==> src/hdl/pbb_pkg.sv <==
`timescale 1ns / 1ps
// ----------------------------------------------------------------------------
// pbb_pkg: shared types and constants of the path bounding box block
// Coordinate and coefficient widths, the command codes, the queue entry and
// the handshake structs of the root solver, and the curve evaluation steps.
// ----------------------------------------------------------------------------
package pbb_pkg;

  localparam int COORD_WIDTH_DEF = 32;
  localparam int COORD_W = 32;   // internal coordinate width
  localparam int COEF_W  = 36;   // derivative coefficients
  localparam int DISC_W  = 72;   // cubic discriminant, signed
  localparam int ROOT_W  = 36;   // square root result
  localparam int REM_W   = 38;   // solver remainder
  localparam int T_FRAC  = 28;   // t is unsigned Q1.28
  localparam int T_W     = T_FRAC + 1;
  localparam int CHUNK_W = 18;   // multiplier operand slice
  localparam int SQRT_STEPS = DISC_W / 2;
  localparam int DIV_STEPS  = T_W;

  typedef logic signed [COORD_W-1:0] coord_t;
  typedef logic signed [COEF_W-1:0]  coef_t;

  typedef enum logic [1:0] {
    CMD_LINE   = 2'd0,
    CMD_QUAD   = 2'd1,
    CMD_CUBIC  = 2'd2,
    CMD_FINISH = 2'd3
  } cmd_t;

  // one axis of a segment: control points and derivative coefficients
  typedef struct packed {
    coord_t a;
    coord_t b;
    coord_t c;
    coord_t d;
    coef_t  qa;
    coef_t  qb;
    coef_t  qc;
  } axis_t;

  typedef struct packed {
    cmd_t  cmd;
    axis_t ax_x;
    axis_t ax_y;
  } item_t;

  typedef struct packed {
    logic start;
    logic sqrt_mode;
  } solve_req_t;

  typedef struct packed {
    logic              done;
    logic [ROOT_W-1:0] result;
  } solve_rsp_t;

  typedef enum logic [1:0] {
    EOP_LERP = 2'd0,
    EOP_DROP = 2'd1,
    EOP_END  = 2'd2
  } eop_t;

  // de Casteljau on a four-slot shift queue: a lerp pops the head, reads the
  // next slot and appends; a drop discards the head. The result ends in slot 3.
  function automatic eop_t eval_op(input logic cubic, input logic [3:0] idx);
    eop_t op;
    op = EOP_END;
    if (cubic) begin
      case (idx)
        4'd0, 4'd1, 4'd2, 4'd4, 4'd5, 4'd8: op = EOP_LERP;
        4'd3, 4'd6, 4'd7:                   op = EOP_DROP;
        default:                            op = EOP_END;
      endcase
    end else begin
      case (idx)
        4'd0, 4'd1, 4'd4: op = EOP_LERP;
        4'd2, 4'd3:       op = EOP_DROP;
        default:          op = EOP_END;
      endcase
    end
    return op;
  endfunction

endpackage

==> src/hdl/pbb_front.sv <==
`timescale 1ns / 1ps
// ----------------------------------------------------------------------------
// pbb_front: segment classifier
// Sign-extends the control points and forms the derivative coefficients of
// both axes before the segment enters the queue.
// ----------------------------------------------------------------------------
module pbb_front
  import pbb_pkg::*;
#(
  parameter int COORD_WIDTH = COORD_WIDTH_DEF
) (
  input  logic        [1:0]  command,
  input  logic signed [31:0] p0_x,
  input  logic signed [31:0] p0_y,
  input  logic signed [31:0] p1_x,
  input  logic signed [31:0] p1_y,
  input  logic signed [31:0] p2_x,
  input  logic signed [31:0] p2_y,
  input  logic signed [31:0] p3_x,
  input  logic signed [31:0] p3_y,
  output item_t              item
);

  localparam int EFF_W = (COORD_WIDTH < COORD_W) ? COORD_WIDTH : COORD_W;
  localparam int SHIFT = COORD_W - EFF_W;

  function automatic coord_t sext(input logic [31:0] v);
    logic [COORD_W-1:0] up;
    up = v << SHIFT;
    return $signed(up) >>> SHIFT;
  endfunction

  function automatic axis_t make_axis(input coord_t a, input coord_t b,
                                      input coord_t c, input coord_t d);
    axis_t r;
    coef_t a36, b36, c36, d36;
    a36  = COEF_W'(a);
    b36  = COEF_W'(b);
    c36  = COEF_W'(c);
    d36  = COEF_W'(d);
    r.a  = a;
    r.b  = b;
    r.c  = c;
    r.d  = d;
    r.qa = d36 - a36 + (b36 <<< 1) + b36 - (c36 <<< 1) - c36;
    r.qb = a36 - (b36 <<< 1) + c36;
    r.qc = b36 - a36;
    return r;
  endfunction

  always_comb begin
    item.cmd  = cmd_t'(command);
    item.ax_x = make_axis(sext(p0_x), sext(p1_x), sext(p2_x), sext(p3_x));
    item.ax_y = make_axis(sext(p0_y), sext(p1_y), sext(p2_y), sext(p3_y));
  end

endmodule

==> config.mk <==
export PLATFORM = sky130hd
export DESIGN_NAME = pbb_front
export DESIGN_NICKNAME = d
export VERILOG_FILES = /design/src/hdl/pbb_pkg.sv /design/src/hdl/pbb_front.sv
export SDC_FILE = /design/constraint.sdc
export NUM_CORES = 1
export LEC_CHECK = 0
export ABC_AREA = 1
export BUFFER_PORTS_ARGS = -buffer_cell sky130_fd_sc_hd__clkbuf_2
export CORE_AREA = 4 4 282 284
export DETAILED_ROUTE_END_ITERATION = 10
export DIE_AREA = 0 0 286 288
export MAX_ROUTING_LAYER = met4
export PLACE_DENSITY_LB_ADDON = 0.08
export REMOVE_ABC_BUFFERS = 1
export SYNTH_ARGS = -nofsm -noshare
export SYNTH_HDL_FRONTEND = slang
export SYNTH_SLANG_ARGS = --single-unit
export TNS_END_PERCENT = 20
==> constraint.sdc <==
create_clock -name vclk -period 16.38
set_input_delay 3.276 -clock vclk [all_inputs]
set_output_delay 3.276 -clock vclk [all_outputs]
set_load 0.005 [all_outputs]
; Word-level counts from Yosys, hierarchy flattened
; Index checks and enable logic that the tools add are counted.
; Widths: inputs -> output; s select.
[word_totals]
reg_bits = 0
input_bits = 258
output_inout_bits = 474
word_cells = 16
[classes]
n_addsub = 16
[ops]
columns = cell, n
row1 = $sub 32x32->33, 4
row2 = $add 34x32->35, 3
row3 = $sub 36x32->36, 2
row4 = $add 33x33->34, 2
row5 = $sub 32x33->34, 2
row6 = $add 36x32->36, 1
row7 = $sub 35x33->36, 1
row8 = $sub 36x33->36, 1

; Longest topological paths before layout
[depth]
ltp_word = 5
ltp_mapped = 27
mapped_depth_nobuf = 27

; Worst setup path after synthesis
; Ideal clock, no wire load.
[synth_timing]
path_kind = input to output
startpoint = input port p0_y[1]
endpoint = output port item[104] in the netlist's numbering
arrival_ns = 6.909
t_required_ns = 13.104
slack_ns = 6.195
path_stages = 25
n_path_buf = 0
path_cell_list = inv_1 > fa_1 > ha_1 > inv_1 > fa_1 > inv_1 > nand3_1 > nand2_1 > nand2_1 > nand2_1 > nand3_1 > nand2_1 > nand3_1 > nand3_1 > nand2_1 > fa_1 > ha_1 > a21oi_1 > o21ai_0 > a21oi_1 > nor2_1 > nor2_1 > nand2_1 > nand2_1 > nand2_1
[synth_rtl]
columns = item, line
row1 = from (decl), pbb_front.sv:14  ; input logic signed [31:0] p0_y,
row2 = to (decl), pbb_front.sv:21  ; output item_t item

==> flow_metrics.tcl <==
set metrics [dict create \
    status "finished, final reports clean" \
    use_met3 0.0379 \
    ys_top_cells_by_area "fa_1 (24%), nand2_1 (15%), ha_1 (12%)" \
    core_area_um2 77100 \
    core.rowCount 102 \
    dpl-instance-area_um2 27500 \
    p_total_mw 3.77 \
    design.seq.count 0 \
    wirelength_um 114000 \
    drv_slew 0 \
    worst_setup_path_start_kind "input port" \
    cp-end-kind "output port" \
    drtPass1Iterations 5 \
    die_w_um 286 \
    fin_area_um2 27500 \
    peakVddDrop_uv 152 \
    io_buffers 728 \
    antenna_found_initial 1 \
    gp_congestion 0.994 \
    die_h_um 288 \
    n_fill_cell 8917 \
    syn_area_um2 24500 \
    multi_input_area_um2 19500 \
    cp_max_fo 5 \
    netlist.area_leader.share 0.239 \
    synth_cell_types 32 \
    clkbuf_count 0 \
    crit_type "input port to output port" \
    use_met2 0.411 \
    final_core_util 0.356 \
    grt_overflow 0 \
    cts_resized 0 \
    syn_to_final_growth_pct 12.0 \
    maxCapViolations 0 \
    yosysMostFrequentCell "nand2_1" \
    start_util 0.318 \
    required_ns 13.10 \
    grt_pass1_vias 25100 \
    synthCells 3850 \
    postCtsHoldBufs 0 \
    fmax_ghz 0.0878 \
    finalCritPeriodShare 0.695 \
    ant_nets 0 \
    wire_per_inst_um 21.3 \
    finalCriticalPeriod_ns 11.39 \
    drt_drc_violations_left 0 \
    top_usage_layer "met2" \
    power_leakage_nw 16.1 \
    hpwl_um 107000 \
    ios 732 \
    met1_usage 0.402 \
    fin_setup_tns_ns 0 \
    powerDensity_nw_per_um2 137 \
    hold_path.class "input port to output port" \
    drive_gt1_frac 0.192 \
    grt_pass1_wl_um 165000 \
    synth_common_cells "nand2_1 (951), inv_1 (801), nor2_1 (356), fa_1 (293), a21oi_1 (284)" \
    finalHoldViolCount 0 \
    die_area_um2 82400 \
    grt_max_degree 7 \
    drtIter0Drc 1622 \
    vias_per_cell 4.73 \
    max_slew_margin 0.517 \
    route.vias.total 25300 \
    grt_usage 0.275 \
    fin_nets 5107 \
    rsz0062_at_grt "false" \
    yosys.area.top_type "fa_1" \
    setup_viol 0 \
    worst_ep_arrival_time_ns 8.11 \
    postSynthAreaPerCell_um2 6.37 \
    ys_seq_area_frac 0 \
    synth_warnings 0 \
    post-cts-setup-buffers 0 \
    seqCellArea_um2 0 \
    worst_pin_slew_ns 0.723 \
]
## critical path: stages
cell and delay (ns):
clkbuf_2 0.13, inv_1 0.12, fa_1 0.61, ha_1 0.28
inv_1 0.12, fa_1 0.48, inv_1 0.14, nand3_1 0.08
nand2_1 0.13, nand2_1 0.06, nand2_1 0.13, nand2_1 0.07
nand2_1 0.15, nand2_1 0.09, nand3_1 0.07, nand2_1 0.08
fa_1 0.49, ha_1 0.40, nand2_1 0.12, o21ai_0 0.40
a21oi_1 0.19, nor2_1 0.13, nor2_1 0.06, nand2_1 0.06
nand2_1 0.04, nand2_1 0.07, clkbuf_2 0.11
## routing by layer
metal,vias to the layer above,part of all wire
li1,12600,-
met1,12000,0.49
met2,730,0.43
met3,77,0.060
met4,0,0.019
met5,-,0
## cells by family (layout without fill, tap and decap cells)
logic type | Yosys count | count (layout) | share of synthesized area
compound gates | 506 | 506 | 0.113
simple gates | 1608 | 1608 | 0.273
fa+ha+maj | 535 | 535 | 0.363
buf+inv | 1067 | 1529 | 0.204
xor+xnor | 134 | 134 | 0.0479
other cells | 0 | 1 | 0
## where the power goes
group	leakage (nW)	internal [mW]	switching, mW	total [mW]
Combinational	16.1	1.31	2.46	3.77
Clock	0.00000634	0.000000000894	0	0.000000000900
Sequential	0	0	0	0
Total	16.1	1.31	2.46	3.77
## path summary, 6_finish.rpt
path	from	endpoint	slack, ns	cells past startpoint
worst max-delay path	p0_y[1]	item[107]	4.99	27
worst min-delay path	command[0]	item[472]	6.55	0
## layout make-up
type               count  area share
multi-input cells   2783       0.710
repair buffers       728       0.133
inverters            801       0.109
well taps           1040      0.0474
diodes                 1   0.0000911
## per-stage QoR
stage / worst slack [ns] / std cells / hold WS (ns)
after CTS: 5.00 / 5352 / 6.55
final: 4.99 / 5353 / 6.55
after global routing: 4.66 / 5353 / 6.55
after detailed placement: 5.01 / 5352 / 6.55
after global placement: 5.02 / 5352 / 6.55
after floorplan: 6.19 / 3584 / 6.55
## cells in the final DEF (no fill, tap or decap), drive strengths merged, types with 23 or more instances in the layout
cell | netlist | final
nand2 | 1000 | 1000
inv | 801 | 801
clkbuf | 0 | 728
nor2 | 374 | 374
fa | 293 | 293
a21oi | 286 | 286
ha | 242 | 242
nand3 | 169 | 169
o21ai | 145 | 145
xor2 | 114 | 114
a21o | 33 | 33
o211ai | 27 | 27
nand4 | 23 | 23
No activity file was read; power rests on OpenSTA's default activity.
