## src/hdl/pbb_pkg.sv

```systemverilog
`timescale 1ns / 1ps
// ----------------------------------------------------------------------------
// pbb_pkg: shared types and constants of the path bounding box block
// Coordinate and coefficient widths, the command codes, the queue entry and
// the handshake structs of the root solver, and the curve evaluation steps.
// ----------------------------------------------------------------------------
package pbb_pkg;

  localparam int COORD_WIDTH_DEF = 32;
  localparam int COORD_W = 32;   // internal coordinate width
  localparam int COEF_W  = 36;   // derivative coefficients
  localparam int DISC_W  = 72;   // cubic discriminant, signed
  localparam int ROOT_W  = 36;   // square root result
  localparam int REM_W   = 38;   // solver remainder
  localparam int T_FRAC  = 28;   // t is unsigned Q1.28
  localparam int T_W     = T_FRAC + 1;
  localparam int CHUNK_W = 18;   // multiplier operand slice
  localparam int SQRT_STEPS = DISC_W / 2;
  localparam int DIV_STEPS  = T_W;

  typedef logic signed [COORD_W-1:0] coord_t;
  typedef logic signed [COEF_W-1:0]  coef_t;

  typedef enum logic [1:0] {
    CMD_LINE   = 2'd0,
    CMD_QUAD   = 2'd1,
    CMD_CUBIC  = 2'd2,
    CMD_FINISH = 2'd3
  } cmd_t;

  // one axis of a segment: control points and derivative coefficients
  typedef struct packed {
    coord_t a;
    coord_t b;
    coord_t c;
    coord_t d;
    coef_t  qa;
    coef_t  qb;
    coef_t  qc;
  } axis_t;

  typedef struct packed {
    cmd_t  cmd;
    axis_t ax_x;
    axis_t ax_y;
  } item_t;

  typedef struct packed {
    logic start;
    logic sqrt_mode;
  } solve_req_t;

  typedef struct packed {
    logic              done;
    logic [ROOT_W-1:0] result;
  } solve_rsp_t;

  typedef enum logic [1:0] {
    EOP_LERP = 2'd0,
    EOP_DROP = 2'd1,
    EOP_END  = 2'd2
  } eop_t;

  // de Casteljau on a four-slot shift queue: a lerp pops the head, reads the
  // next slot and appends; a drop discards the head. The result ends in slot 3.
  function automatic eop_t eval_op(input logic cubic, input logic [3:0] idx);
    eop_t op;
    op = EOP_END;
    if (cubic) begin
      case (idx)
        4'd0, 4'd1, 4'd2, 4'd4, 4'd5, 4'd8: op = EOP_LERP;
        4'd3, 4'd6, 4'd7:                   op = EOP_DROP;
        default:                            op = EOP_END;
      endcase
    end else begin
      case (idx)
        4'd0, 4'd1, 4'd4: op = EOP_LERP;
        4'd2, 4'd3:       op = EOP_DROP;
        default:          op = EOP_END;
      endcase
    end
    return op;
  endfunction

endpackage

```

## src/hdl/pbb_fifo.sv

```systemverilog
`timescale 1ns / 1ps
// ----------------------------------------------------------------------------
// pbb_fifo: two-entry segment queue
// Decouples the input classifier from the executor so that each side stalls on
// its own.
// ----------------------------------------------------------------------------
module pbb_fifo
  import pbb_pkg::*;
(
  input  logic  clk,
  input  logic  rst,
  input  logic  push,
  input  item_t push_item,
  output logic  full,
  input  logic  pop,
  output logic  avail,
  output item_t head
);

  item_t      slots [2];
  logic       wr_ptr;
  logic       rd_ptr;
  logic [1:0] count;

  assign full  = (count == 2'd2);
  assign avail = (count != 2'd0);
  assign head  = slots[rd_ptr];

  always_ff @(posedge clk) begin
    if (push) begin
      slots[wr_ptr] <= push_item;
    end
  end

  always_ff @(posedge clk) begin
    if (rst) begin
      wr_ptr <= 1'b0;
      rd_ptr <= 1'b0;
      count  <= 2'd0;
    end else begin
      if (push) begin
        wr_ptr <= ~wr_ptr;
      end
      if (pop) begin
        rd_ptr <= ~rd_ptr;
      end
      count <= count + 2'(push) - 2'(pop);
    end
  end

endmodule

```

## config.mk

```make
export PLATFORM = sky130hd
export DESIGN_NAME = pbb_fifo
export DESIGN_NICKNAME = d
export VERILOG_FILES = /design/src/hdl/pbb_pkg.sv /design/src/hdl/pbb_fifo.sv
export SDC_FILE = /design/constraint.sdc
export NUM_CORES = 1
export LEC_CHECK = 0
export BUFFER_PORTS_ARGS = -buffer_cell sky130_fd_sc_hd__buf_2
export CAP_MARGIN = 0
export CORE_AREA = 3 3 367 369
export DETAILED_ROUTE_END_ITERATION = 7
export DIE_AREA = 0 0 370 372
export SKIP_CTS_REPAIR_TIMING = 1
export SLEW_MARGIN = 5
export SYNTH_ARGS = -nofsm -noshare
export SYNTH_HDL_FRONTEND = slang
export SYNTH_SLANG_ARGS = --single-unit
```

## constraint.sdc

```tcl
create_clock -name clk -period 36.5 [get_ports clk]
set_input_delay 7.3 -clock clk [delete_from_list [all_inputs] [get_ports clk]]
set_output_delay 7.3 -clock clk [all_outputs]
set_load 0.1 [all_outputs]
```

### Word-level counts from Yosys, hierarchy flattened

Memories as Yosys holds them, arrays and structs flattened. A register that Yosys moved wholly into a read port is not among the register bits.
Cells that the tools add are included.

* latch bits: 0
* word-level logic and storage cells: 14
* memories kept: 1
* memory bits (writable): 948
* flip-flop bits (word level): 4
* output and inout bits: 476
* bits in read-only memories: 0

Memories
* slots: words 2, bits a word 474, rd ports 1, clocked after Yosys merged registers in 1, wr ports 1, RTL line pbb_fifo.sv:20 `item_t slots [2];`

* $lt $le $gt $ge: 0
* bitwise gates (word level): 2
* multiplexer cells: 4
* add/subtract/negate cells: 2
* div/mod/pow operators: 0
* multiply operators: 0
* equal/unequal tests: 1
* shift-type cells: 0
* reductions and logical operators: 1

Operator list (number)
* $mux 1: 4
* $add 2x1->2: 1
* $eq 2x2->1 const B: 1
* $not 1->1: 2
* $reduce_bool 2->1: 1
* $sub 2x1->2: 1

### Depth between registers and ports, before layout

Gate-level depths: netlist of the first run.

* depth after elaboration: 3
* mapped depth: 6

### Worst setup path before layout of the first run

OpenSTA, ideal clock, no wires.

* path type: input port to flip-flop
* start point: input push
* end point: memory slots[0][0] in the netlist's numbering, enable pin
* library setup time: 1.379 ns
* buffers on the path: 0
* path slack: 7.494 ns
* required time: 35.121 ns
* cell stages on the path: 1
* arrival time: 27.627 ns
* path through: nor2b_1

* word-level cells in the longest chain between the ends: 2

Ends and longest elaborated chain
* from (decl): RTL line pbb_fifo.sv:12 `input logic push,`
* $mux 1: RTL line pbb_fifo.sv:30 `if (push) begin`
* $mux 1 (not written as such): RTL line pbb_fifo.sv:31 `slots[wr_ptr] <= push_item;`
* to (decl): RTL line pbb_fifo.sv:20

No other way between the ends.

==> impl_metrics.yaml, run 1 <==
worst_setup_path:
  r2r_setup_slk_ns: 33.07
  worst_path_dominant_cell_family: "buffers and inverters"
  criticalPathCategory: "flop to primary output"
  critical_path.n_buffers_inverters: 6
  startpoint_type: "flop"
  worstPathMaxFanout: 58
  crit_path_cell_trace: "buf_4, buf_4, buf_4, buf_4, buf_4, mux2_2, buf_2"
  worst_path_largest_cell_delay_ns: 0.95
  arrival_ns: 6.99
  crit_path_end_kind: "primary output"
  cp_common_cell: "sky130_fd_sc_hd__buf_4"
  cpMaxStageDelayCell: "sky130_fd_sc_hd__dfxtp_4"
  worst-endpoint-required_ns: 29.20
hold_path:
  worst_hold_path_type: "flop to flop"
routing:
  drt-pass1-iter-count: 5
  vias_per_cell: 4.10
  postRouteWirelength_mm: 94.4
  first_iter_violations: 1224
  postRouteAntennaNets: 0
  routed-via-count: 17900
  drcViolationCount: 0
  post_drt_wl_per_cell_um: 21.6
placed_design:
  routabilityCongestion: 0.781
  detailedPlacementHpwl_mm: 68.5
  cell_count_post_placement: 4169
  place.port_buffers: 953
yosys:
  syn-num-nets: 1976
  ys_types: 16
  mappedNetlistArea_mm2: 0.0367
  register_bit_total_from_synthesis: 953
  post_synth_inst_count: 1496
  synthesized_area_per_cell_um2: 24.6
  yosysWarnings: 0
  synth_seq_area_share_pct: 77.7
timing:
  fin_crit_sh_pct: 39.2
  fmaxAchievable_mhz: 70.0
  setup_viol_count_final: 0
  worst_slew_margin_rel_pct: 21.3
  min_period_ns: 14.29
  unrepaired_setup_endpoints_after_global_routing: "no"
  hold_violations: 0
  final_max_slew_viol_count: 0
  skew_ns: 0.0265
  tightest_slew_ns: 1.18
  finalSetupTns_ns: 0
clock_network:
  worst_skew_pair.late_latency_ns: 0.69
  inserted_clock_buffers: 99
  htree_num_levels: 3
  cts.sink_count: 953
  clk_path_buf_depth: 3
  clk_transition_reported_paths_ns: 0.06
  clk_root_buffer_cell: "sky130_fd_sc_hd__clkbuf_16"
  clock_tree_from_tritoncts: "built"
pwr:
  vdd_ir_drop_max_mv: 0.0518
  totalPowerFinal_w: 0.00296
  power_density_mw_per_mm2: 64.4
  p_leak_nw: 17.8
finish:
  area_delta_synth_final_pct: 25.2
  final_layout_size_suffix_gt1_share_pct: 60.6
  final_nets: 2995
  final-instance-count-excl-fill: 4366
  layout_commonest_cell: "sky130_fd_sc_hd__buf_2"
  final_core_utilization_pct: 35.0
  layout_common_cells: "sky130_fd_sc_hd__buf_2 (953), sky130_fd_sc_hd__edfxtp_1 (948), sky130_fd_sc_hd__mux2_4 (460)"
global_routing:
  globalRouteOverflowTotal: 0
  grt_pass1_vias: 18300
  grt_use_total_pct: 13.0
  grt_pass1_wl_mm: 129
  grt_start_max_net_pins: 158
  grt_antenna_before_repair: 46
floorplanning:
  die-height_um: 372
  num_rows: 133
  die_width_um: 370
  die_area_mm2: 0.138
  io-pin-count: 954
  start_util_pct: 28.0
  core_area_mm2: 0.131
flow_run:
  total_of_max_cap_violations: 0
status:
  outcome: "complete, no violations"
worst min-delay path, stage by stage, from the launching register on:
cell	delay [ns]
sky130_fd_sc_hd__dfxtp_1	0.32
sky130_fd_sc_hd__xnor2_1	0.09
sky130_fd_sc_hd__nor2_1	0.07
synth_stat cells, drive strengths merged:
| cell type | count | area share, % |
|---|---|---|
| edfxtp | 948 | 77 |
| mux2 | 474 | 19 |
| buf | 53 | 2.7 |
| dfxtp | 5 | 0.27 |
| nor2 | 4 | 0.041 |
| nor2b | 3 | 0.051 |
| ha | 2 | 0.068 |
| inv | 2 | 0.020 |
| xnor2 | 2 | 0.048 |
| and2 | 1 | 0.017 |
| or2 | 1 | 0.017 |
| xnor3 | 1 | 0.061 |
registers in the layout (all words and copies together), names as in the netlist, named ones only:
register and count:
count 2, rd_ptr 1, slots 948, wr_ptr 1
cells by family (layout without fill, tap and decap cells):
group         after synthesis  in the layout  share of synthesized area, %
simple gates                9              9                         0.126
mux                       474            474                          19.2
flops                     953            953                          77.7
other cells                 0             20                             0
buf+inv                    55           1150                          2.74
xor+xnor                    3              3                         0.109
fa+ha+maj                   2              2                        0.0681
final timing paths:
| path | startpoint | end | depth (start not counted) |
|---|---|---|---|
| setup / recovery | flop | head[11] | 7 |
| hold / removal | rd_ptr$_SDFFE_PP0P_ | flop | 2 |
| setup reg to reg | wr_ptr$_SDFFE_PP0P_ | slots[0][145]$_DFFE_PP_ | 4 |
| hold reg to reg | rd_ptr$_SDFFE_PP0P_ | flop | 2 |
per-stage QoR:
stage | hold slack [ns] | setup slack, ns | instance area, um^2
2_1_floorplan | 0.480 | 7.49 | 36700
3_3_place_gp | 0.498 | 22.92 | 42900
3_5_place_dp | 0.503 | 22.83 | 42900
4_1_cts | 0.523 | 22.02 | 46000
5_1_grt | 0.588 | 21.79 | 46000
6_report | 0.516 | 22.21 | 46000
power breakdown:
| part | total [W] | leakage, nW | switching [W] | internal (W) |
|---|---|---|---|---|
| sequential | 0.00130 | 8.94 | 0.0000188 | 0.00128 |
| combinational | 0.000719 | 7.42 | 0.000565 | 0.000153 |
| clock | 0.000945 | 1.46 | 0.000406 | 0.000540 |
layout make-up:
| class | count | area, um^2 |
|---|---|---|
| antenna | 20 | 50.0 |
| inverter | 2 | 7.51 |
| clock buffer | 131 | 2620 |
| multi-input combinational | 488 | 7190 |
| tap | 1755 | 2200 |
| timing repair buffer | 971 | 4950 |
| sequential | 953 | 28600 |
| fill | 12500 | 85500 |
| clock inverter | 46 | 422 |
per-layer routing:
metal / routed length [um] / global-route usage (%) / up-vias
met4: 2620 / 4.92 / 26
met1: 35600 / 14.6 / 8967
met3: 9760 / 6.04 / 151
li1: - / - / 8080
met5: 191 / 0 / -
met2: 46200 / 21.4 / 694
No activity file was read; power rests on OpenSTA's default activity.
==> run 2, diff against run 1 <==
--- a/config.mk
+++ b/config.mk
@@ -5,6 +5,7 @@
 export SDC_FILE = /design/constraint.sdc
 export NUM_CORES = 1
 export LEC_CHECK = 0
+export ABC_AREA = 1
 export BUFFER_PORTS_ARGS = -buffer_cell sky130_fd_sc_hd__buf_2
 export CAP_MARGIN = 0
 export CORE_AREA = 3 3 367 369
==> constraint.sdc (replaced) <==
create_clock -name clk -period 14.9 [get_ports clk]
set_input_delay 2.98 -clock clk [delete_from_list [all_inputs] [get_ports clk]]
set_output_delay 2.98 -clock clk [all_outputs]
set_load 0.1 [all_outputs]
==> run 2 against run 1 <==
Sequential cell count is the same. Clock skew grew 0.0010 ns. Synthesized area is essentially flat. Non-clock buffer count shrank 2. Cell area grew 0.27%. Clock power grew to 2.5 times the previous value. Sequential power grew 140%. Critical path depth shrank 3. Largest power group unchanged.
==> impl_metrics.yaml, run 2 <==
status:
  outcome: "complete, no violations"
pwr:
  total_switching_power_w: 0.00232
  netSwitchingFraction_pct: 32.3
  power_density_mw_per_mm2: 155
  p_clk_share_pct: 33.2
  vdd_ir_drop_max_mv: 0.134
  combinationalPowerShare_pct: 22.8
  internal_power_w: 0.00485
  totalPowerFinal_w: 0.00717
  p_leak_nw: 17.9
  pwr-share-seq_pct: 43.9
global_routing:
  globalRouteOverflowTotal: 0
  grt_use_total_pct: 13.0
  grt_pass1_wl_mm: 129
  grt_pass1_vias: 18500
  grt_start_max_net_pins: 153
  grt_antenna_before_repair: 64
clock_network:
  clk_root_buffer_cell: "sky130_fd_sc_hd__clkbuf_16"
  clock_tree_from_tritoncts: "built"
  inserted_clock_buffers: 101
  clk_transition_reported_paths_ns: 0.05
  htree_num_levels: 3
  worst_skew_pair.late_latency_ns: 0.68
  cts.sink_count: 953
  clk_path_buf_depth: 3
routing:
  drt-pass1-iter-count: 5
  postRouteWirelength_mm: 94.6
  post_drt_wl_per_cell_um: 21.6
  drcViolationCount: 0
  postRouteAntennaNets: 0
  first_iter_violations: 957
  vias_per_cell: 4.12
  routed-via-count: 18000
placed_design:
  routabilityCongestion: 0.783
  place.port_buffers: 953
  detailedPlacementHpwl_mm: 68.2
  placed_cell_area_mm2: 0.0429
worst_setup_path:
  crit_path_cell_trace: "buf_12, buf_4, mux2_4, buf_2"
  cpMaxStageDelayCell: "sky130_fd_sc_hd__buf_4"
  worst_path_dominant_cell_family: "buffers and inverters"
  worst-endpoint-required_ns: 11.92
  criticalPathCategory: "flop to primary output"
  critical_path.n_buffers_inverters: 3
  arrival_ns: 3.90
  startpoint_type: "flop"
  worst_path_largest_cell_delay_ns: 0.85
  worstPathMaxFanout: 101
  crit_path_end_kind: "primary output"
finish:
  reg.largest.list: "slots (948), count (2)"
  registers.top_by_ff_count: "slots"
  layout_common_cells: "sky130_fd_sc_hd__buf_2 (953), sky130_fd_sc_hd__edfxtp_1 (948), sky130_fd_sc_hd__mux2_4 (460)"
  final_area_mm2: 0.0461
  final_layout_size_suffix_gt1_share_pct: 60.5
  largest_reg_flops: 948
  fillers: 12500
  final_nets: 3005
  layout_commonest_cell: "sky130_fd_sc_hd__buf_2"
  area_delta_synth_final_pct: 25.5
yosys:
  netlist.area_leader.share_pct: 77.5
  ys.flop_type: "sky130_fd_sc_hd__edfxtp_1"
  synth_edf_count: 948
  syn-num-nets: 1986
  synthMostInstantiatedCell: "sky130_fd_sc_hd__edfxtp_1"
  mappedNetlistArea_mm2: 0.0368
  synth_async_sr_flop_share_pct: 0
  ys_types: 16
  register_bit_total_from_synthesis: 953
  synth_top_cells_by_count: "sky130_fd_sc_hd__edfxtp_1 (948), sky130_fd_sc_hd__mux2_4 (460), sky130_fd_sc_hd__buf_12 (44)"
  synthesized_area_per_cell_um2: 24.4
  post_synth_inst_count: 1506
  post_synth_main_area_contributors: "sky130_fd_sc_hd__edfxtp_1 (77%), sky130_fd_sc_hd__mux2_4 (19%), sky130_fd_sc_hd__buf_12 (2.4%), sky130_fd_sc_hd__mux2_2 (0.43%), sky130_fd_sc_hd__dfxtp_1 (0.27%)"
  yosysWarnings: 0
  synth_seq_area_share_pct: 77.7
  synth_area_leader_cell: "sky130_fd_sc_hd__edfxtp_1"
timing:
  unrepaired_setup_endpoints_after_global_routing: "no"
  skew_ns: 0.0275
  tightest_slew_ns: 1.08
  setup_viol_count_final: 0
  hold_violations: 0
  finalSetupTns_ns: 0
  worst_slew_margin_rel_pct: 27.8
  final_max_slew_viol_count: 0
  min_period_ns: 6.88
  fmaxAchievable_mhz: 145
  fin_crit_sh_pct: 46.2
floorplanning:
  die_area_mm2: 0.138
  io-pin-count: 954
  die_width_um: 370
  start_util_pct: 28.0
  core_area_mm2: 0.131
  die-height_um: 372
  num_rows: 133
hold_path:
  worst_hold_path_type: "flop to flop"
flow_run:
  total_of_max_cap_violations: 0
run 2: cell types whose count changed after synthesis:
cell and change:
sky130_fd_sc_hd__nor2_1 +3, sky130_fd_sc_hd__a21oi_1 +1, sky130_fd_sc_hd__nor3_1 +1, sky130_fd_sc_hd__nand2_1 +5, sky130_fd_sc_hd__nor2b_1 -3, sky130_fd_sc_hd__nand3_1 +1, sky130_fd_sc_hd__xnor3_1 -1, sky130_fd_sc_hd__xnor2_1 -1
sky130_fd_sc_hd__and2_1 -1, sky130_fd_sc_hd__or2_2 -1, sky130_fd_sc_hd__inv_1 +6
run 2: stage by stage:
| step | util (%) | worst slack (ns) | hold WS, ns | cells |
|---|---|---|---|---|
| 4_1_cts | 35.1 | 7.91 | 0.515 | 4357 |
| 5_1_grt | 35.1 | 7.79 | 0.562 | 4370 |
| 3_5_place_dp | 32.7 | 8.69 | 0.496 | 4177 |
| 6_report | 35.1 | 8.02 | 0.519 | 4377 |
| 3_3_place_gp | 32.7 | 8.67 | 0.495 | 4177 |
| 2_1_floorplan | - | 1.90 | 0.480 | 1506 |
run 2: layer usage:
layer	share of wire [%]	wire [um]	global-route usage, %
met5	0.20	190	0
met4	3.0	2880	5.23
met3	12	10900	6.55
met2	49	46200	21.4
met1	36	34400	14.2
run 2: cell type report:
| class | count | area, um^2 | share of cell area [%] |
|---|---|---|---|
| antenna | 20 | 50.0 | 0.108 |
| inverter | 8 | 37.5 | 0.0814 |
| clock inverter | 51 | 513 | 1.11 |
| tap | 1755 | 2200 | 4.76 |
| clock buffer | 129 | 2630 | 5.71 |
| timing repair buffer | 969 | 4960 | 10.8 |
| sequential | 953 | 28600 | 61.9 |
| multi-input combinational | 492 | 7170 | 15.5 |
run 2: worst paths after layout:
kind / start / end / slack, ns / cells after the start
max: flop / head[304] / 8.02 / 4
min: rd_ptr$_SDFFE_PP0P_ / flop / 0.52 / 2
max reg2reg: wr_ptr$_SDFFE_PP0P_ / slots[1][76]$_DFFE_PP_ / 11.73 / 4
min reg2reg: rd_ptr$_SDFFE_PP0P_ / flop / 0.52 / 2
run 2: logic make-up (layout without fill, tap and decap cells):
group                      Yosys count  count (layout)  synth area share (%)
xor gates and xnor gates             1               1                0.0238
and+or+nand+nor                     14              14                 0.150
DFF                                953             953                  77.7
buffers and inverters               61            1157                  2.80
adders and majority gates            2               2                0.0681
muxes                              474             474                  19.2
other                                0              20                     0
AOI/OAI and AO/OA                    1               1                0.0136
run 2: power by group through the flow:
stage          Sequential [W]  Clock [W]  Combinational, W
2_1_floorplan         0.00323          0           0.00142
5_1_grt               0.00316    0.00257           0.00169
3_5_place_dp          0.00321          0           0.00165
4_1_cts               0.00315    0.00247           0.00165
3_3_place_gp          0.00320          0           0.00165
6_report              0.00315    0.00238           0.00164
run 2: worst register-to-register path, delay by kind of cell, from the launching register on:
kind / cells / cell delay, ns
and+or+nand+nor: 1 / 0.15
DFF: 1 / 0.38
buffers and inverters: 3 / 2.18
==> run 3, diff against run 2 <==
==> constraint.sdc (replaced) <==
create_clock -name clk -period 6.5 [get_ports clk]
set_input_delay 1.3 -clock clk [delete_from_list [all_inputs] [get_ports clk]]
set_output_delay 1.3 -clock clk [all_outputs]
set_load 0.1 [all_outputs]
==> run 3 against run 2 <==
Cell count increased by 0.75%. Sequential share of layout area fell by 0.43 points. Total power grew 130%. Sequential cell count did not move. Critical endpoint is now head[110].
==> impl_metrics.yaml, run 3 (same netlist as run 2, synthesis figures left out) <==
global_routing:
  globalRouteOverflowTotal: 0
  grt_pass1_vias: 18700
  grt_start_max_net_pins: 130
  grt_pass1_wl_mm: 131
  grt_use_total_pct: 13.2
  grt_antenna_before_repair: 60
finish:
  layout_commonest_cell: "sky130_fd_sc_hd__buf_2"
  final_core_utilization_pct: 35.3
  final_nets: 3037
  reg.largest.list: "slots (948), count (2)"
  largest_reg_flops: 948
  registers.top_by_ff_count: "slots"
  final-instance-count-excl-fill: 4410
  final_layout_size_suffix_gt1_share_pct: 61.3
  area_delta_synth_final_pct: 26.4
  layout_common_cells: "sky130_fd_sc_hd__buf_2 (953), sky130_fd_sc_hd__edfxtp_1 (948), sky130_fd_sc_hd__mux2_4 (460)"
worst_setup_path:
  worst-endpoint-required_ns: 5.20
  arrival_ns: 3.05
  startpoint_type: "flop"
  worst_path_largest_cell_delay_ns: 0.94
  critical_path.n_buffers_inverters: 2
  crit_path_end_kind: "primary output"
  cpMaxStageDelayCell: "sky130_fd_sc_hd__dfxtp_4"
  worstPathMaxFanout: 40
  worst_path_dominant_cell_family: "buffers and inverters"
  crit_path_cell_trace: "buf_4, mux2_4, buf_2"
  criticalPathCategory: "flop to primary output"
pwr:
  p_leak_nw: 18.1
  totalPowerFinal_w: 0.0165
  power_density_mw_per_mm2: 354
  vdd_ir_drop_max_mv: 0.251
routing:
  drt-pass1-iter-count: 5
  postRouteAntennaNets: 0
  first_iter_violations: 1110
  drcViolationCount: 0
  routed-via-count: 18100
  vias_per_cell: 4.10
  postRouteWirelength_mm: 95.9
  post_drt_wl_per_cell_um: 21.8
timing:
  fmaxAchievable_mhz: 230
  unrepaired_setup_endpoints_after_global_routing: "no"
  tightest_slew_ns: 0.954
  setup_viol_count_final: 0
  final_max_slew_viol_count: 0
  min_period_ns: 4.35
  fin_crit_sh_pct: 67.0
  hold_violations: 0
  slack_of_the_critical_path_ns: 2.15
  fin_hold_ws_ns: 0.512
  skew_ns: 0.0478
  worst_slew_margin_rel_pct: 36.4
placed_design:
  detailedPlacementHpwl_mm: 70.4
  place.port_buffers: 953
  routabilityCongestion: 0.794
  cell_count_post_placement: 4210
  post-place-ws_ns: 2.81
clock_network:
  clk_path_buf_depth: 3
  cts.sink_count: 953
  clk_root_buffer_cell: "sky130_fd_sc_hd__clkbuf_16"
  clock_tree_from_tritoncts: "built"
  inserted_clock_buffers: 100
  worst_skew_pair.late_latency_ns: 0.70
  clk_transition_reported_paths_ns: 0.06
  htree_num_levels: 3
floorplanning:
  num_rows: 133
  io-pin-count: 954
  core_area_mm2: 0.131
  die-height_um: 372
  start_util_pct: 28.0
  die_width_um: 370
  die_area_mm2: 0.138
flow_run:
  total_of_max_cap_violations: 0
status:
  outcome: "complete, no violations"
hold_path:
  worst_hold_path_type: "flop to flop"
==> run 3: area by class of cell <==
type	instances	area (um^2)
Inverter	8	46.3
Clock buffer	124	2590
Sequential cell	953	28600
Tap cell	1755	2200
Antenna cell	16	40.0
Clock inverter	60	538
Fill cell	12400	85000
Multi-Input combinational cell	492	7180
Timing Repair Buffer	1002	5290
==> run 3: metal layers <==
metal | part of all wire [%] | global-route usage (%) | wire (um)
met4 | 3.7 | 6.24 | 3570
met2 | 50 | 22.1 | 47700
met5 | 0.083 | 0 | 80
met1 | 36 | 14.3 | 34400
met3 | 11 | 6.00 | 10200
==> run 3: worst min-delay path, cell delays in order (launching register included) <==
cell and delay [ns]:
sky130_fd_sc_hd__dfxtp_1 0.32, sky130_fd_sc_hd__xnor2_1 0.08, sky130_fd_sc_hd__nor2_1 0.08
==> run 3: final timing paths <==
check	from	to	slack, ns	depth (start not counted)
setup / recovery	flop	head[110]	2.15	3
hold / removal	rd_ptr$_SDFFE_PP0P_	flop	0.51	2
setup reg to reg	wr_ptr$_SDFFE_PP0P_	slots[1][197]$_DFFE_PP_	4.06	3
hold reg to reg	rd_ptr$_SDFFE_PP0P_	flop	0.51	2
==> run 3: report_power, final <==
| part | internal [W] | switching, W |
|---|---|---|
| Sequential | 0.00713 | 0.0000932 |
| Clock | 0.00305 | 0.00239 |
| Combinational | 0.000831 | 0.00297 |
==> run 3: through the flow <==
stage / instance area [um^2] / setup TNS, ns
finish: 46500 / 0
global route: 46400 / 0
CTS: 46400 / 0
detailed placement: 43300 / 0
global placement: 43300 / 0
floorplan: 36800 / -2184.52
